--- config.mk ---
export PLATFORM = sky130hd
export DESIGN_NAME = utf8_stream_decoder_unit
export DESIGN_NICKNAME = d
export VERILOG_FILES = /design/src/hw/rtl/utf8d_pkg.sv /design/src/hw/rtl/utf8d_core.sv /design/src/hw/rtl/utf8_stream_decoder_unit.sv
export SDC_FILE = /design/constraint.sdc
export NUM_CORES = 1
export LEC_CHECK = 0
export ABC_CLOCK_PERIOD_IN_PS = 2850
export BUFFER_PORTS_ARGS = -buffer_cell sky130_fd_sc_hd__buf_4
export CAP_MARGIN = 20
export CORE_MARGIN = 2
export CORE_UTILIZATION = 30
export DETAILED_ROUTE_END_ITERATION = 8
export GPL_ROUTABILITY_DRIVEN = 0
export PLACE_DENSITY = 0.49
export SYNTH_ARGS = -nofsm -noshare
export SYNTH_HDL_FRONTEND = slang
export SYNTH_HIERARCHICAL = 1
export SYNTH_SLANG_ARGS = --single-unit
--- constraint.sdc ---
create_clock -name clock -period 2.85 [get_ports clock]
set_input_delay 0.57 -clock clock [delete_from_list [all_inputs] [get_ports clock]]
set_output_delay 0.57 -clock clock [all_outputs]
set_load 0.01 [all_outputs]
--- src/hw/rtl/utf8d_pkg.sv ---
// Package for the UTF-8 stream decoder: field widths, byte-class masks and
// the step result type shared by the decode core and the top level.
// No dependencies.
`default_nettype none

package utf8d_pkg;

   localparam int unsigned BYTE_W    = 8;
   localparam int unsigned CP_W      = 21;
   localparam int unsigned PENDING_W = 2;

   localparam logic [CP_W-1:0] REPLACEMENT_CP = 21'h00FFFD;

   localparam logic [BYTE_W-1:0] MASK_ASCII = 8'h80;
   localparam logic [BYTE_W-1:0] MASK_LEAD2 = 8'hE0;
   localparam logic [BYTE_W-1:0] TAG_LEAD2  = 8'hC0;
   localparam logic [BYTE_W-1:0] MASK_LEAD3 = 8'hF0;
   localparam logic [BYTE_W-1:0] TAG_LEAD3  = 8'hE0;
   localparam logic [BYTE_W-1:0] MASK_LEAD4 = 8'hF8;
   localparam logic [BYTE_W-1:0] TAG_LEAD4  = 8'hF0;
   localparam logic [BYTE_W-1:0] MASK_CONT  = 8'hC0;
   localparam logic [BYTE_W-1:0] TAG_CONT   = 8'h80;

   localparam logic [PENDING_W-1:0] PEND_NONE  = 2'd0;
   localparam logic [PENDING_W-1:0] PEND_ONE   = 2'd1;
   localparam logic [PENDING_W-1:0] PEND_TWO   = 2'd2;
   localparam logic [PENDING_W-1:0] PEND_THREE = 2'd3;

   typedef struct packed {
      logic            emit;
      logic [CP_W-1:0] code_point;
   } step_result_type;

endpackage

`default_nettype wire

--- src/hw/rtl/utf8d_core.sv ---
// Decode core: holds the pending count and partial code point and decodes
// one byte or end marker per step. Depends on utf8d_pkg.
`default_nettype none

module utf8d_core (
   input  wire logic                          clock,
   input  wire logic                          reset,
   input  wire logic                          step_en,
   input  wire logic [utf8d_pkg::BYTE_W-1:0]  data_byte,
   input  wire logic                          end_of_stream,
   output utf8d_pkg::step_result_type         result
);
   import utf8d_pkg::*;

   logic [PENDING_W-1:0] pending_ff, pending_in;
   logic [CP_W-1:0]      partial_ff, partial_in;
   logic [CP_W-1:0]      shifted;

   assign shifted = {partial_ff[CP_W-7:0], data_byte[5:0]};

   always_comb begin
      pending_in        = pending_ff;
      partial_in        = partial_ff;
      result.emit       = 1'b0;
      result.code_point = REPLACEMENT_CP;
      if (end_of_stream) begin
         result.emit = (pending_ff != PEND_NONE);
         pending_in  = PEND_NONE;
         partial_in  = '0;
      end else if (pending_ff == PEND_NONE) begin
         if ((data_byte & MASK_ASCII) == '0) begin
            result.emit       = 1'b1;
            result.code_point = {{(CP_W-BYTE_W){1'b0}}, data_byte};
         end else if ((data_byte & MASK_LEAD2) == TAG_LEAD2) begin
            pending_in = PEND_ONE;
            partial_in = {{(CP_W-5){1'b0}}, data_byte[4:0]};
         end else if ((data_byte & MASK_LEAD3) == TAG_LEAD3) begin
            pending_in = PEND_TWO;
            partial_in = {{(CP_W-4){1'b0}}, data_byte[3:0]};
         end else if ((data_byte & MASK_LEAD4) == TAG_LEAD4) begin
            pending_in = PEND_THREE;
            partial_in = {{(CP_W-3){1'b0}}, data_byte[2:0]};
         end else begin
            result.emit = 1'b1;
         end
      end else if ((data_byte & MASK_CONT) != TAG_CONT) begin
         result.emit = 1'b1;
         pending_in  = PEND_NONE;
         partial_in  = '0;
      end else begin
         pending_in = pending_ff - PEND_ONE;
         if (pending_ff == PEND_ONE) begin
            result.emit       = 1'b1;
            result.code_point = shifted;
            partial_in        = '0;
         end else begin
            partial_in = shifted;
         end
      end
   end

   always_ff @(posedge clock) begin
      if (reset) begin
         pending_ff <= PEND_NONE;
         partial_ff <= '0;
      end else if (step_en) begin
         pending_ff <= pending_in;
         partial_ff <= partial_in;
      end
   end

endmodule

`default_nettype wire

--- src/hw/rtl/utf8_stream_decoder_unit.sv ---
// UTF-8 stream decoder top level: input register, decode core, result register.
// An item's code point passes from the input register through the decode core into the result register, then rsp_.
// Throughput: one item per cycle; an item that yields a code point waits in the
// input register only while the result register holds an item that is not taken.
// Reset clears both stages and the decoder state. Depends on utf8d_pkg and utf8d_core.
`default_nettype none

module utf8_stream_decoder_unit (
   input  wire logic                         clock,
   input  wire logic                         reset,
   input  wire logic                         req_valid,
   output logic                              req_ready,
   input  wire logic [utf8d_pkg::BYTE_W-1:0] req_data_byte,
   input  wire logic                         req_end_of_stream,
   output logic                              rsp_valid,
   input  wire logic                         rsp_ready,
   output logic [utf8d_pkg::CP_W-1:0]        rsp_code_point
);
   import utf8d_pkg::*;

   logic              in_valid_ff, in_valid_in;
   logic [BYTE_W-1:0] in_byte_ff;
   logic              in_eos_ff;
   logic              out_valid_ff, out_valid_in;
   logic [CP_W-1:0]   out_cp_ff;
   logic              out_free;
   logic              step_en;
   step_result_type   step;

   utf8d_core u_core (
      .clock         (clock),
      .reset         (reset),
      .step_en       (step_en),
      .data_byte     (in_byte_ff),
      .end_of_stream (in_eos_ff),
      .result        (step)
   );

   assign out_free    = !out_valid_ff || rsp_ready;
   assign step_en     = in_valid_ff && (out_free || !step.emit);
   assign req_ready   = !in_valid_ff || step_en;
   assign in_valid_in = (req_valid && req_ready) || (in_valid_ff && !step_en);
   assign out_valid_in = (step_en && step.emit) || (out_valid_ff && !rsp_ready);

   always_ff @(posedge clock) begin
      if (reset) begin
         in_valid_ff  <= 1'b0;
         out_valid_ff <= 1'b0;
      end else begin
         in_valid_ff  <= in_valid_in;
         out_valid_ff <= out_valid_in;
      end
   end

   always_ff @(posedge clock) begin
      if (req_valid && req_ready) begin
         in_byte_ff <= req_data_byte;
         in_eos_ff  <= req_end_of_stream;
      end
      if (step_en && step.emit) begin
         out_cp_ff <= step.code_point;
      end
   end

   assign rsp_valid      = out_valid_ff;
   assign rsp_code_point = out_cp_ff;

   assert property (@(posedge clock) disable iff (reset)
      in_valid_ff && !req_ready |-> out_valid_ff && !rsp_ready)
      else $error("Input stage stalled while the result register could take an item.");

   assert property (@(posedge clock) disable iff (reset)
      step_en && in_eos_ff && step.emit |-> step.code_point == REPLACEMENT_CP)
      else $error("End of stream produced a code point other than the replacement.");

   assert property (@(posedge clock) disable iff (reset)
      step_en && step.emit |=> rsp_valid && rsp_code_point == $past(step.code_point))
      else $error("Decoded code point did not reach the result register.");

endmodule

`default_nettype wire

==> results.toml <==
[place]
dpl_worst_slack_ns = 0.181
numPortBuffers = 35
dpl_cell_area_um2 = 2320
placed_cells = 268
hpwl_mm = 2.67

[logic_synthesis]
syn-instance-count = 155
synthTopCellsByCount = "edfxtp_1, dfxtp_1, o21ai_0"
synth_async_sr_flop_share = 0
synth.distinct_cells = 37
synth_ff_type = "edfxtp_1"
yosysTopAreaCellShare = 0.464
syn_area_um2 = 1940
seq_area_frac_synth = 0.659
yosys-top-cells-area = "edfxtp_1, dfxtp_1, a22o_1"
post-synth-top-area-cell = "edfxtp_1"
syn-num-nets = 170
ys_warn_count = 6
ys_seq_elements = 49
synth_edf_count = 30
synth.most_common_cell = "edfxtp_1"
synth_area_per_cell_um2 = 12.5

[timing]
rsz0062_at_grt = "false"
tns_ns = 0
slew_violations = 0
fin_crit_sh = 0.913
finalHoldViolations = 0
fin_crit_ns = 2.60
skew_ns = 0.00444
setup_violations = 0
tightest_slew_ns = 0.555
maxSlewHeadroom = 0.629
fmax_mhz = 384
finalWorstSetupSlack_ns = 0.248
hold-worst-slack_ns = 0.442

[outcome]
status = "finished clean"

[route]
routed_wl_mm = 3.68
met2_length_mm = 1.81
drc = 0
antenna_left = 0
routedWlPerCell_um = 13.3
viasPerCell = 4.86
firstDrtPassIters = 4
dr.first_iter.drc_count = 86
wl_met1_mm = 1.60
wl_met3_um = 192
vias = 1342
routed.top_layer = "met4"

[cells_and_area]
diodes = 0
syn2layout_area_growth_pct = 25.9
final_cell_count_no_fill = 276
fin_util = 0.388
final_nets = 213
layout-drive-gt1-share = 0.286
final_area_um2 = 2450

[setup_path]
path_class = "reg -> reg"
crit_start = "u_core/pending_ff[1]$_SDFFE_PP0P_"
r2r-start = "u_core/pending_ff[1]$_SDFFE_PP0P_"
crit_required_ns = 3.10
r2r-end = "u_core/partial_ff[1]$_SDFFE_PP0P_"
r2r_slack_ns = 0.25
reg2reg_depth = 8
worstPathArrival_ns = 2.85
endpoint_kind = "flop"
critPathMaxFanout = 5
cp-start-kind = "flop"

[global_routing]
first_global_vias = 1311
grt_max_degree = 22
grt_pass1_wl_mm = 6.18
antenna_found_initial = 0
grt_use_total = 0.110
grt-ovfl-total = 0

[pwr]
switching_share = 0.213
power.leakage_nw = 0.913
p_comb_frac = 0.084
seqPwrFrac = 0.558
powerDensity_nw_per_um2 = 577
power.switching_mw = 0.301
pwr-share-clk = 0.359
p_int_mw = 1.11
total_power_mw = 1.41
ir_drop_mv = 0.287

[clock_network]
cts_sinks = 49
clk_latency_ns = 0.30
cts_setup_buffers = 0
clk_pin_slew_ns = 0.08
clock_path_buffers = 2
cts_tree = "yes"
cts_hold_buf = 0
htree_levels = 2
cts_root_buf = "clkbuf_8"
cts_buffers = 5

[run]
max-cap-violations = 0

[worst_hold_path]
hold_start = "req_data_byte[6]"
hold_depth = 1
min_path_type = "in -> reg"
min_to = "in_byte_ff[6]$_DFFE_PP_"

[floorplanning]
fp.dieW_um = 84.5
initial_core_util = 0.308
die_area_um2 = 7140
rows = 29
die_y_um = 84.5
ios = 36
coreArea_um2 = 6310
==> logic make-up (layout without fill, tap and decap cells) <==
family          after synthesis  count (layout)  share of synthesized area
fa+ha+maj                     2               2                     0.0129
flops                        49              49                      0.659
simple gates                 43              43                      0.140
buf+inv                      18              62                     0.0354
compound gates               43              43                      0.153
==> repair_timing <==
item,4_1_cts,5_1_grt
endpoints found under the hold margin,0,0
setup endpoints to repair,0,13
resized for setup,0,1
==> layout by cell type (no fill, tap or decap), types with 2 or more instances in the layout <==
master / count
a21oi_1: 6
a22o_1: 13
and2_1: 8
buf_4: 40
clkbuf_8: 6
dfxtp_1: 19
edfxtp_1: 30
ha_1: 2
inv_1: 13
nand2_1: 7
nand2b_1: 3
nand4_1: 3
nor2_1: 5
o21ai_0: 14
or3_1: 6
==> how the worst max path moves through the flow <==
stage / endpoint / slack (ns) / cells past startpoint
after floorplan: u_core/partial_ff[5]$_SDFFE_PP0P_ / 0.31 / 10
after global placement: u_core/partial_ff[0]$_SDFFE_PP0P_ / 0.24 / 8
after detailed placement: u_core/partial_ff[1]$_SDFFE_PP0P_ / 0.18 / 8
after CTS: u_core/partial_ff[1]$_SDFFE_PP0P_ / 0.16 / 8
after global routing: u_core/partial_ff[1]$_SDFFE_PP0P_ / 0.05 / 9
final: u_core/partial_ff[1]$_SDFFE_PP0P_ / 0.25 / 8
==> state kept, by name (all words and copies together), names as in the netlist <==
register	count
u_core/partial_ff	15
rsp_valid	1
u_core/pending_ff	2
in_byte_ff	8
in_valid_ff	1
in_eos_ff	1
rsp_code_point	21
==> area by class of cell <==
class	count	area [µm²]
Fill cell	638	3870
Sequential cell	49	1280
Multi-Input combinational cell	88	597
Timing Repair Buffer	40	300
Tap cell	77	96.3
Clock buffer	6	82.6
Inverter	14	52.6
Clock inverter	2	37.5
==> critical path, stage by stage (launching register included) <==
cell      delay (ns)
dfxtp_1         0.33
inv_1           0.06
ha_1            0.21
or4_4           0.60
o22a_1          0.25
a21boi_2        0.22
or3b_2          0.55
a21oi_2         0.19
a22o_1          0.15
==> power groups by stage <==
stage	combinational [mW]	sequential [mW]	clock, mW
floorplan	0.0583	0.809	0
global placement	0.116	0.805	0
detailed placement	0.119	0.805	0
CTS	0.120	0.789	0.524
global route	0.133	0.791	0.550
finish	0.118	0.788	0.507
==> metal layers <==
| layer | GRT usage | vias up |
|---|---|---|
| met5 | 0 | - |
| met4 | 0.0563 | 0 |
| met3 | 0.0374 | 8 |
| met2 | 0.173 | 38 |
| met1 | 0.135 | 633 |
| li1 | - | 663 |
Note: power is estimated with default switching activity, not from simulation.
